`config.mk`:
```
export PLATFORM = sky130hd
export DESIGN_NAME = motor_position_p_controller
export DESIGN_NICKNAME = d
export VERILOG_FILES = /design/src/mpc_pkg.sv /design/src/motor_position_p_controller.sv
export SDC_FILE = /design/constraint.sdc
export NUM_CORES = 1
export LEC_CHECK = 0
export BUFFER_PORTS_ARGS = -buffer_cell sky130_fd_sc_hd__buf_2
export CAP_MARGIN = 20
export CORE_UTILIZATION = 50
export DETAILED_ROUTE_END_ITERATION = 16
export GPL_TIMING_DRIVEN = 1
export PLACE_DENSITY = 0.8
export SETUP_SLACK_MARGIN = 0.02
export SYNTH_ARGS = -nofsm -noshare
export SYNTH_HDL_FRONTEND = slang
export SYNTH_SLANG_ARGS = --single-unit
```
`constraint.sdc`:
```
create_clock -name clock -period 14.88 [get_ports clock]
set_input_delay 1.488 -clock clock [delete_from_list [all_inputs] [get_ports clock]]
set_output_delay 1.488 -clock clock [all_outputs]
set_load 0.05 [all_outputs]
```
`src/mpc_pkg.sv`:
```
// ----------------------------------------------------------------------------
// mpc_pkg: shared definitions for the motor position P controller
// Drive direction codes, register indexes, field widths and reset values.
// ----------------------------------------------------------------------------
`default_nettype none

package mpc_pkg;

   // Field widths.
   localparam int unsigned CountWidth    = 16;
   localparam int unsigned PosWidth      = 32;
   localparam int unsigned GainWidth     = 4;
   localparam int unsigned DutyWidth     = 8;
   localparam int unsigned DirWidth      = 2;
   localparam int unsigned CsrIndexWidth = 8;
   localparam int unsigned CsrDataWidth  = 8;

   // The error carries one extra bit, the product adds the gain width plus sign.
   localparam int unsigned ErrWidth  = PosWidth + 1;
   localparam int unsigned ProdWidth = ErrWidth + GainWidth + 1;
   localparam int unsigned MagWidth  = ProdWidth - 1;

   typedef logic [DirWidth-1:0]      dir_type;
   typedef logic [CsrIndexWidth-1:0] csr_index_type;

   // Bridge drive codes.
   localparam dir_type DIR_COAST   = 2'd0;
   localparam dir_type DIR_FORWARD = 2'd1;
   localparam dir_type DIR_REVERSE = 2'd2;

   // Register indexes on the configuration port.
   localparam csr_index_type CSR_GAIN          = 8'd0;
   localparam csr_index_type CSR_PWM_MAX       = 8'd1;
   localparam csr_index_type CSR_PWM_MIN       = 8'd2;
   localparam csr_index_type CSR_UPDATE_PERIOD = 8'd3;

   // Register reset values.
   localparam logic [GainWidth-1:0] GAIN_RESET          = 4'd2;
   localparam logic [DutyWidth-1:0] PWM_MAX_RESET       = 8'd254;
   localparam logic [DutyWidth-1:0] PWM_MIN_RESET       = 8'd60;
   localparam logic [7:0]           UPDATE_PERIOD_RESET = 8'd10;

endpackage

`default_nettype wire

```
`src/motor_position_p_controller.sv`:
```
// ----------------------------------------------------------------------------
// motor_position_p_controller: proportional position loop for a DC motor
// Tracks encoder position, runs a clamped P controller every few ticks.
// ----------------------------------------------------------------------------
// Usage: each beat on the req_ channel is one timer tick, carrying the
// encoder pulses counted since the previous tick and the target position.
// Every tick produces exactly one beat on the rsp_ channel with the drive
// direction and duty in force after the tick, a flag telling whether the
// controller ran, and the accumulated position.
// The request is captured in an input register; once the result side is free,
// one combinational pass (position accumulate, error, multiply by the 4-bit gain,
// clamp) loads the result register, which drives the response beat. One tick
// is accepted every cycle as long as the receiver keeps taking responses.
// When the receiver stalls, the response register holds and the input
// register can still take one more tick; after that req_ready drops until
// the response is taken. No tick is lost or repeated.
// The csr_ channel is always ready; write it only while no tick is in flight.
// Synchronous reset clears the position, the tick counter and the drive
// (coast, duty zero), and loads the register defaults: gain 2, maximum duty
// 254, minimum duty 60, update period 10.
// ----------------------------------------------------------------------------
`default_nettype none

module motor_position_p_controller (
   input  wire logic                                     clock,
   input  wire logic                                     reset,
   // Tick requests.
   input  wire logic                                     req_valid,
   output logic                                          req_ready,
   input  wire logic [mpc_pkg::CountWidth-1:0]           req_encoder_count,
   input  wire logic signed [mpc_pkg::PosWidth-1:0]      req_target_position,
   // Responses.
   output logic                                          rsp_valid,
   input  wire logic                                     rsp_ready,
   output logic [mpc_pkg::DirWidth-1:0]                  rsp_direction,
   output logic [mpc_pkg::DutyWidth-1:0]                 rsp_duty,
   output logic                                          rsp_updated,
   output logic signed [mpc_pkg::PosWidth-1:0]           rsp_position_now,
   // Register writes.
   input  wire logic                                     csr_valid,
   output logic                                          csr_ready,
   input  wire logic [mpc_pkg::CsrIndexWidth-1:0]        csr_index,
   input  wire logic [mpc_pkg::CsrDataWidth-1:0]         csr_data
);

   // ---------------------------------------------------------------------
   // Configuration registers.
   // ---------------------------------------------------------------------
   logic [mpc_pkg::GainWidth-1:0] gain_ff;
   logic [mpc_pkg::DutyWidth-1:0] pwm_max_ff;
   logic [mpc_pkg::DutyWidth-1:0] pwm_min_ff;
   logic [7:0]                    period_ff;

   assign csr_ready = 1'b1;

   always_ff @(posedge clock) begin
      if (reset) begin
         gain_ff    <= mpc_pkg::GAIN_RESET;
         pwm_max_ff <= mpc_pkg::PWM_MAX_RESET;
         pwm_min_ff <= mpc_pkg::PWM_MIN_RESET;
         period_ff  <= mpc_pkg::UPDATE_PERIOD_RESET;
      end else if (csr_valid && csr_ready) begin
         case (csr_index)
            mpc_pkg::CSR_GAIN:          gain_ff    <= csr_data[mpc_pkg::GainWidth-1:0];
            mpc_pkg::CSR_PWM_MAX:       pwm_max_ff <= csr_data;
            mpc_pkg::CSR_PWM_MIN:       pwm_min_ff <= csr_data;
            mpc_pkg::CSR_UPDATE_PERIOD: period_ff  <= csr_data;
            default: ;
         endcase
      end
   end

   // ---------------------------------------------------------------------
   // Input register. It refills whenever its beat moves on to the result
   // register, so a tick can be taken every cycle while the result side is free.
   // ---------------------------------------------------------------------
   logic                                in_valid_ff;
   logic [mpc_pkg::CountWidth-1:0]      count_ff;
   logic signed [mpc_pkg::PosWidth-1:0] target_ff;
   logic                                out_free;
   logic                                advance;

   assign out_free  = !rsp_valid || rsp_ready;
   assign advance   = in_valid_ff && out_free;
   assign req_ready = !in_valid_ff || out_free;

   always_ff @(posedge clock) begin
      if (reset) begin
         in_valid_ff <= 1'b0;
      end else if (req_ready) begin
         in_valid_ff <= req_valid;
      end
   end

   always_ff @(posedge clock) begin
      if (req_valid && req_ready) begin
         count_ff  <= req_encoder_count;
         target_ff <= req_target_position;
      end
   end

   // ---------------------------------------------------------------------
   // Controller state.
   // ---------------------------------------------------------------------
   logic signed [mpc_pkg::PosWidth-1:0] position_ff;
   logic signed [mpc_pkg::PosWidth-1:0] position_in;
   logic [7:0]                          tick_ff;
   logic [7:0]                          tick_in;
   logic [mpc_pkg::DirWidth-1:0]        drive_dir_ff;
   logic [mpc_pkg::DirWidth-1:0]        drive_dir_in;
   logic [mpc_pkg::DutyWidth-1:0]       drive_duty_ff;
   logic [mpc_pkg::DutyWidth-1:0]       drive_duty_in;
   logic                                run;

   // Single pass datapath.
   logic [mpc_pkg::PosWidth-1:0]         count_ext;
   logic [7:0]                           tick_inc;
   logic signed [mpc_pkg::ErrWidth-1:0]  error;
   logic signed [mpc_pkg::ProdWidth-1:0] product;
   logic [mpc_pkg::MagWidth-1:0]         magnitude;
   logic                                 over_max;
   logic [mpc_pkg::DutyWidth-1:0]        clamped;
   logic [mpc_pkg::DutyWidth-1:0]        duty_new;

   always_comb begin
      count_ext = {{(mpc_pkg::PosWidth-mpc_pkg::CountWidth){1'b0}}, count_ff};

      // The position moves with the drive that was in force before this tick.
      case (drive_dir_ff)
         mpc_pkg::DIR_FORWARD: position_in = position_ff - $signed(count_ext);
         mpc_pkg::DIR_REVERSE: position_in = position_ff + $signed(count_ext);
         default:              position_in = position_ff;
      endcase

      tick_inc = tick_ff + 8'd1;
      run      = (tick_inc == period_ff);
      tick_in  = run ? 8'd0 : tick_inc;

      // Exact error and product, so a huge error saturates with its true sign.
      error   = mpc_pkg::ErrWidth'(position_in) - mpc_pkg::ErrWidth'(target_ff);
      product = mpc_pkg::ProdWidth'(error)
              * $signed({{(mpc_pkg::ProdWidth-mpc_pkg::GainWidth){1'b0}}, gain_ff});
      magnitude = product[mpc_pkg::ProdWidth-1]
                ? mpc_pkg::MagWidth'(-product)
                : mpc_pkg::MagWidth'(product);

      over_max = (magnitude[mpc_pkg::MagWidth-1:mpc_pkg::DutyWidth] != '0)
              || (magnitude[mpc_pkg::DutyWidth-1:0] > pwm_max_ff);
      clamped  = over_max ? pwm_max_ff : magnitude[mpc_pkg::DutyWidth-1:0];

      // A nonzero duty below the minimum is raised, even above the maximum.
      if ((clamped != '0) && (clamped < pwm_min_ff)) begin
         duty_new = pwm_min_ff;
      end else begin
         duty_new = clamped;
      end

      drive_dir_in  = drive_dir_ff;
      drive_duty_in = drive_duty_ff;
      if (run) begin
         if (duty_new == '0) begin
            drive_dir_in  = mpc_pkg::DIR_COAST;
            drive_duty_in = '0;
         end else begin
            drive_dir_in  = product[mpc_pkg::ProdWidth-1] ? mpc_pkg::DIR_REVERSE
                                                          : mpc_pkg::DIR_FORWARD;
            drive_duty_in = duty_new;
         end
      end
   end

   always_ff @(posedge clock) begin
      if (reset) begin
         position_ff   <= '0;
         tick_ff       <= '0;
         drive_dir_ff  <= mpc_pkg::DIR_COAST;
         drive_duty_ff <= '0;
      end else if (advance) begin
         position_ff   <= position_in;
         tick_ff       <= tick_in;
         drive_dir_ff  <= drive_dir_in;
         drive_duty_ff <= drive_duty_in;
      end
   end

   // ---------------------------------------------------------------------
   // Result register.
   // ---------------------------------------------------------------------
   logic rsp_valid_ff;

   always_ff @(posedge clock) begin
      if (reset) begin
         rsp_valid_ff <= 1'b0;
      end else if (out_free) begin
         rsp_valid_ff <= in_valid_ff;
      end
   end

   always_ff @(posedge clock) begin
      if (advance) begin
         rsp_direction    <= drive_dir_in;
         rsp_duty         <= drive_duty_in;
         rsp_updated      <= run;
         rsp_position_now <= position_in;
      end
   end

   assign rsp_valid = rsp_valid_ff;

   // ---------------------------------------------------------------------
   // Assertions.
   // ---------------------------------------------------------------------
   // A waiting response always mirrors the drive and position just stored.
   a_rsp_matches_state: assert property (@(posedge clock) disable iff (reset)
      rsp_valid |-> (rsp_direction == drive_dir_ff) && (rsp_duty == drive_duty_ff)
                    && (rsp_position_now == position_ff))
      else $error("response does not match controller state");

   // Coasting always carries zero duty.
   a_coast_zero_duty: assert property (@(posedge clock) disable iff (reset)
      rsp_valid && (rsp_direction == mpc_pkg::DIR_COAST) |-> (rsp_duty == '0))
      else $error("coast with nonzero duty");

   // A controller run restarts the tick counter.
   a_run_clears_tick: assert property (@(posedge clock) disable iff (reset)
      advance && run |=> (tick_ff == '0))
      else $error("tick counter not cleared after controller run");

   // A captured tick stays in the input register until the result side frees.
   a_input_held: assert property (@(posedge clock) disable iff (reset)
      in_valid_ff && !out_free |=> in_valid_ff && $stable(count_ff)
                                   && $stable(target_ff))
      else $error("captured tick lost while output stalled");

endmodule

`default_nettype wire
```
# Word level (Yosys, flattened, before mapping)
# Index checks and enable logic that the tools add are counted.
[totals]
regBits = 171
inputBits = 69
out_inout_bits = 46
[classes]
addsub = 5
mul = 1
order_cmp = 2
eq_ne = 6
n_mux = 10
reduce_logical = 16
[ops]
columns = ["cell", "n"]
rows = [
  ["case mux 32 bit (2 select lines)", 1],
  ["two-way mux 8 bit", 5],
  ["multiplier 33 x 5 -> 38 bit", 1],
  ["two-way mux 37 bit", 1],
  ["negator 37 bit", 1],
  ["subtractor 32 x 32 -> 33 bit", 1],
  ["adder 32 x 17 -> 32 bit", 1],
  ["subtractor 32 x 17 -> 32 bit", 1],
  ["nonzero test 29 bit", 1],
  ["equality test 8 x 2 -> 1 bit, second input constant", 2],
  ["zero test 8 bit", 2],
  ["adder 8 x 1 -> 8 bit, second input constant", 1],
  ["equality test 8 x 1 -> 1 bit, second input constant", 1],
  ["equality test 8 bit", 1],
  ["greater-than comparator 8 bit", 1],
  ["less-than comparator 8 bit", 1],
  ["AND reduction 2 bit", 4],
  ["nonzero test 8 bit", 1],
  ["two-way mux 2 bit", 3],
  ["logical AND 1 bit", 3],
  ["logical OR 1 bit", 3],
  ["equality test 2 x 1 -> 1 bit, second input constant", 1],
  ["equality test 2 bit, second input constant", 1],
  ["zero test 1 bit", 2],
]

# Logic depth before layout (Yosys ltp)
[logic_depth]
word_depth = 15
ltp_mapped = 77
mapped_depth_nobuf = 73

# Least setup slack after synthesis
# OpenSTA, ideal clock, no wires.
[synth_path]
path_type = "register to register"
startpoint = "register drive_dir_ff[0] (netlist bit)"
endpoint = "register rsp_duty[0] (netlist bit) (data pin)"
setup_time_ps = 136
t_arrival_ps = 13628
slack_ps = 1116
path_stages_with_launch = 74
n_path_buf = 4
path_cell_list = "dfxtp_1 -> inv_1 -> ha_1 -> clkbuf_1 -> mux2_2 -> ha_1 -> a21o_1 -> a21oi_1 -> o21bai_1 -> a21o_1 -> a21oi_1 -> nor2b_1 -> nand3_1 -> nand2_1 -> a21o_1 -> a211oi_1 -> o31ai_1 -> ha_1 -> [38 not listed] -> a21oi_1 -> o311ai_0 -> nor3_1 -> o2111a_2 -> nand4_4 -> nor3_4 -> mux2i_1 -> inv_1 -> ha_1 -> and4_1 -> a21oi_1 -> nand2_1 -> inv_1 -> and2_1 -> buf_1 -> clkbuf_1 -> nand4_1 -> nand3_1"
[synth_between]
elab_chain_len = 15
[synth_lines]
columns = ["item", "line_no", "text"]
rows = [
  ["start: declaration", "motor_position_p_controller.sv:109", "logic [mpc_pkg::DirWidth-1:0] drive_dir_ff;"],
  ["start signal: assignment", "motor_position_p_controller.sv:176", "drive_dir_ff <= mpc_pkg::DIR_COAST;"],
  ["start signal: assignment", "motor_position_p_controller.sv:181", "drive_dir_ff <= drive_dir_in;"],
  ["equality test 2 bit / equality test 2 x 1 -> 1 bit (equally long branches)", "motor_position_p_controller.sv:129", "case (drive_dir_ff)"],
  ["case mux 32 bit (2 select lines) *", "motor_position_p_controller.sv:129", ""],
  ["via position_in (one bit)", "motor_position_p_controller.sv:106", "logic signed [mpc_pkg::PosWidth-1:0] position_in;"],
  ["subtractor 32 x 32 -> 33 bit *", "motor_position_p_controller.sv:140", "error = mpc_pkg::ErrWidth'(position_in) - mpc_pkg::ErrWidth'(target_ff);"],
  ["multiplier 33 x 5 -> 38 bit *", "motor_position_p_controller.sv:142", "* $signed({{(mpc_pkg::ProdWidth-mpc_pkg::GainWidth){1'b0}}, gain_ff});"],
  ["negator 37 bit", "motor_position_p_controller.sv:144", "? mpc_pkg::MagWidth'(-product)"],
  ["two-way mux 37 bit *", "motor_position_p_controller.sv:144", ""],
  ["nonzero test 29 bit", "motor_position_p_controller.sv:147", "over_max = (magnitude[mpc_pkg::MagWidth-1:mpc_pkg::DutyWidth] != '0)"],
  ["logical OR 1 bit", "motor_position_p_controller.sv:148", "|| (magnitude[mpc_pkg::DutyWidth-1:0] > pwm_max_ff);"],
  ["two-way mux 8 bit *", "motor_position_p_controller.sv:149", "clamped = over_max ? pwm_max_ff : magnitude[mpc_pkg::DutyWidth-1:0];"],
  ["less-than comparator 8 bit / nonzero test 8 bit (equally long branches)", "motor_position_p_controller.sv:152", "if ((clamped != '0) && (clamped < pwm_min_ff)) begin"],
  ["logical AND 1 bit", "motor_position_p_controller.sv:152", ""],
  ["two-way mux 8 bit *", "motor_position_p_controller.sv:152", ""],
  ["zero test 8 bit", "motor_position_p_controller.sv:161", "if (duty_new == '0) begin"],
  ["two-way mux 8 bit *", "motor_position_p_controller.sv:161", ""],
  ["two-way mux 8 bit *", "motor_position_p_controller.sv:160", "if (run) begin"],
  ["via drive_duty_in (one bit)", "motor_position_p_controller.sv:112", "logic [mpc_pkg::DutyWidth-1:0] drive_duty_in;"],
  ["end signal: assignment", "motor_position_p_controller.sv:202", "rsp_duty <= drive_duty_in;"],
  ["end: declaration", "motor_position_p_controller.sv:36", "output logic [mpc_pkg::DutyWidth-1:0] rsp_duty,"],
]
# The timed path passes the listed nets; every way through them passes the cells marked *.
# A chain may end at the register's enable or synchronous reset.

# Worst setup path after layout
[layout_path]
startpoint = "register count_ff[3] (netlist bit)"
endpoint = "register drive_duty_ff[3] (netlist bit)"
[layout_between]
elab_chain_len = 15
[layout_lines]
columns = ["item", "line_no", "text"]
rows = [
  ["start: declaration", "motor_position_p_controller.sv:78", "logic [mpc_pkg::CountWidth-1:0] count_ff;"],
  ["start signal: assignment", "motor_position_p_controller.sv:97", "count_ff <= req_encoder_count;"],
  ["adder 32 x 17 -> 32 bit / subtractor 32 x 17 -> 32 bit (equally long branches)", "motor_position_p_controller.sv:131, motor_position_p_controller.sv:130", ""],
  ["case mux 32 bit (2 select lines) *", "motor_position_p_controller.sv:129", ""],
  ["via position_in (one bit)", "motor_position_p_controller.sv:106", ""],
  ["subtractor 32 x 32 -> 33 bit *", "motor_position_p_controller.sv:140", ""],
  ["multiplier 33 x 5 -> 38 bit *", "motor_position_p_controller.sv:142", ""],
  ["negator 37 bit", "motor_position_p_controller.sv:144", ""],
  ["two-way mux 37 bit *", "motor_position_p_controller.sv:144", ""],
  ["nonzero test 29 bit", "motor_position_p_controller.sv:147", ""],
  ["logical OR 1 bit", "motor_position_p_controller.sv:148", ""],
  ["two-way mux 8 bit *", "motor_position_p_controller.sv:149", ""],
  ["less-than comparator 8 bit / nonzero test 8 bit (equally long branches)", "motor_position_p_controller.sv:152", ""],
  ["logical AND 1 bit", "motor_position_p_controller.sv:152", ""],
  ["two-way mux 8 bit *", "motor_position_p_controller.sv:152", ""],
  ["zero test 8 bit", "motor_position_p_controller.sv:161", ""],
  ["two-way mux 8 bit *", "motor_position_p_controller.sv:161", ""],
  ["two-way mux 8 bit *", "motor_position_p_controller.sv:160", ""],
  ["end signal: assignment", "motor_position_p_controller.sv:182", "drive_duty_ff <= drive_duty_in;"],
  ["end: declaration", "motor_position_p_controller.sv:111", "logic [mpc_pkg::DutyWidth-1:0] drive_duty_ff;"],
]
# Marked as above.

==> results.tsv <==
stage	metric	value	unit
global_routing	vias in the first global route	14807	
critical_path	Slowest Stage Delay on Critical Path	0.59	ns
hold_path	HP Class	reg2reg	
sta	Worst Tran Pin Value	1.02	ns
pwr	Leak Pwr	8.65	nW
clocking	cts bufs inserted	17	
sta	fmax	0.0707	GHz
sta	fin crit share	95.0	%
place	Placed Instances	2536	
synthesis	Synth top area share	16.0	%
final_layout	Multi-input gate area	11900	sq um
sta	final setup vio count	0	
synthesis	YS warnings	0	
route	DR vias/cell	5.85	
floorplanning	Die X	187	microns
sta	skew final	0.0152	ns
pwr	pwr dens	64.9	nW/um^2
critical_path	Crit Path Category	reg2reg	
place	DP HPWL	33.3	mm
pwr	Worst IR Drop VDD	0.105	mV
synthesis	largest area contributor in the netlist	edfxtp_1	
floorplanning	Die Ht	187	microns
floorplanning	die area	34900	sq um
run_status	status	completed	
route	Vias	15157	
clocking	TritonCTS clock tree	yes	
clocking	Reg clk slew, reported paths	0.08	ns
final_layout	n_diodes	0	
global_routing	largest net degree at the start of global routing	65	
sta	Pins Over Slew Limit	0	
pwr	total power	0.00124	W
final_layout	post-layout net count	2426	
critical_path	crit path max fanout	8	
clocking	Clock Sinks	171	
sta	Hold WS	0.465	ns
place	Final GP Congestion	0.919	
floorplanning	Initial Util	50.8	%
route	First-pass DRT Iterations	6	
route	Post-DRT Antenna Nets	0	
hold_path	worst hold path startpoint	drive_dir_ff[0]$_SDFFE_PP0P_	
synthesis	Seq/Total Area, Yosys	25.4	%
critical_path	Critical Path RT	15.22	ns
floorplanning	Row Count	67	
synthesis	Post-synth EDFFs	91	
critical_path	Critical Path AT	14.48	ns
synthesis	predominant post-synthesis flop cell	edfxtp_1	
final_layout	Final Cell Area	19100	sq um
synthesis	flops & latches, synth	171	
place	IO buf count	113	
critical_path	Max stage delay cell, worst path	or4_4	
floorplanning	Core ar.	33600	sq um
synthesis	synth top area cells	edfxtp_1 (16%), ha_1 (12%), dfxtp_1 (9.4%)	
clocking	Longest Clk Path Bufs	2	
route	initial drt markers	975	
critical_path	Crit. End Element	flip-flop	
sta	Rel. slew slack	32.0	%
route	final WL	42.9	mm
run	Max Cap Violations	0	
route	WL/cell	16.6	microns
clocking	Worst-Skew Late Latency	0.47	ns
route	DRC violations left	0	
clocking	CTS Root Cell	clkbuf_16	
synthesis	Post-synth ARST share	0	%
sta	Fin. Hold Viols	0	
global_routing	GRT Util Overall	24.6	%
final_layout	Fill cells	2870	
global_routing	global-route wire length before repair	70.8	mm
clocking	htree depth	4	
sta	Final Critical Period	14.14	ns
final_layout	Syn-to-layout area delta	11.7	%
final_layout	share of layout cells above drive strength 1	12.6	%
global_routing	total grt overflow	0	
synthesis	Cells after Synth	2026	
final_layout	Post-Layout Cell Count	2591	
floorplanning	boundary pin count	115	
critical_path	crit path from	count_ff[3]$_DFFE_PP_	
final_layout	sequential standard cell area	4330	sq um
critical_path	RR Startpoint	count_ff[3]$_DFFE_PP_	
synthesis	distinct cell type count after synthesis	95	
critical_path	CP startpoint kind	flip-flop	
place	dpl cell area	18100	sq um
synthesis	syn avg cell area	8.43	sq um
global_routing	initial antenna violation count	0	
synthesis	Cell Area, Synth	17100	sq um
synthesis	Syn Nets	2322	
-- registers in the layout, summed over array words and instances, names as in the netlist, 2 cells and up --
name / cells
gain_ff: 4
count_ff: 16
pwm_min_ff: 8
drive_dir_ff: 2
pwm_max_ff: 8
target_ff: 32
drive_duty_ff: 8
period_ff: 8
rsp_direction: 2
tick_ff: 8
rsp_duty: 8
rsp_position_now: 32
position_ff: 32
-- cell usage in the layout, fill, tap and decap left out, drive strengths merged, types with 69 or more instances in the layout --
| cell type | Yosys | layout |
|---|---|---|
| nor2 | 132 | 132 |
| dfxtp | 80 | 80 |
| and2 | 116 | 116 |
| buf | 15 | 155 |
| nand2 | 203 | 203 |
| ha | 158 | 158 |
| edfxtp | 91 | 91 |
| fa | 69 | 69 |
| inv | 197 | 205 |
| a21oi | 123 | 123 |
| o21ai | 99 | 99 |
-- path summary, 6_finish.rpt --
check	endpoint	slack [ns]	cells after the start
max	drive_duty_ff[3]$_SDFFE_PP0P_	0.74	65
max reg2reg	drive_duty_ff[3]$_SDFFE_PP0P_	0.74	65
min	drive_dir_ff[0]$_SDFFE_PP0P_	0.46	2
min reg2reg	drive_dir_ff[0]$_SDFFE_PP0P_	0.46	2
-- cell families after synthesis --
family / synth area share [%]
multiplexers: 2.86
flip-flops: 25.4
other: 0.0220
adder cells (fa/ha/maj): 19.7
AND/OR/NAND/NOR: 21.9
buffers and inverters: 6.09
XOR/XNOR: 5.87
AO/OA/AOI/OAI: 18.2
-- through the flow --
step           TNS [ns]  utilization, %  setup WS (ns)
3_3_place_gp          0            53.7          0.255
2_1_floorplan         0               -           1.12
3_5_place_dp      -1.68            53.7         -0.159
5_1_grt          -0.368            56.8        -0.0667
4_1_cts               0            55.7         0.0489
6_report              0            56.8          0.743
-- Yosys cell counts, drive strengths merged, types with 19 or more instances --
master  number
clkbuf      56
nor2       132
nand4       29
and2       116
mux2i       42
fa          69
edfxtp      91
nor3        53
o21ai       99
nor4        21
ha         158
nor2b       30
dfxtp       80
o21a        25
a211oi      26
xor2        46
nand3       53
nand2b      19
a21oi      123
xnor2       65
a31oi       20
a21o        36
nand2      203
o211ai      24
inv        197
-- report_power, final --
part	leakage (nW)	total [W]	switching, W	internal [W]
clock	0.303	0.000461	0.000218	0.000243
combinational	6.82	0.000257	0.000164	0.0000933
sequential	1.53	0.000520	0.00000811	0.000511
total	8.65	0.00124	0.000390	0.000848
-- layer usage --
layer / track usage, % / vias up / routed length, microns
met3: 3.49 / 106 / 1770
met2: 42.5 / 430 / 20800
met4: 9.36 / 0 / 1320
li1: - / 7370 / -
met5: 0 / - / 0
met1: 31.0 / 7251 / 19100
-- what timing repair did --
action                                  CTS  global route
hold buffers                              0             0
endpoints found under the setup margin   20            20
buffers inserted                          3            18
resized for setup                         3            47
pin swaps                                 2            12
-- area by class of cell --
| class | instances | area share (%) |
|---|---|---|
| Inverter | 198 | 3.89 |
| Tap cell | 448 | 2.94 |
| Multi-Input combinational cell | 1586 | 62.3 |
| Clock inverter | 13 | 0.715 |
| Sequential cell | 171 | 22.7 |
| Timing Repair Buffer | 156 | 4.98 |
| Clock buffer | 19 | 2.49 |
-- critical path: cells and delay by family, from the launching register on --
family                   cells  cell delay (ns)
multiplexers                 2             0.52
flip-flops                   1             0.42
AND/OR/NAND/NOR             16             3.24
AO/OA/AOI/OAI               28             5.00
buffers and inverters        6             0.78
adder cells (fa/ha/maj)      9             3.26
XOR/XNOR                     4             0.78
Note: power is estimated with default switching activity, not from simulation.
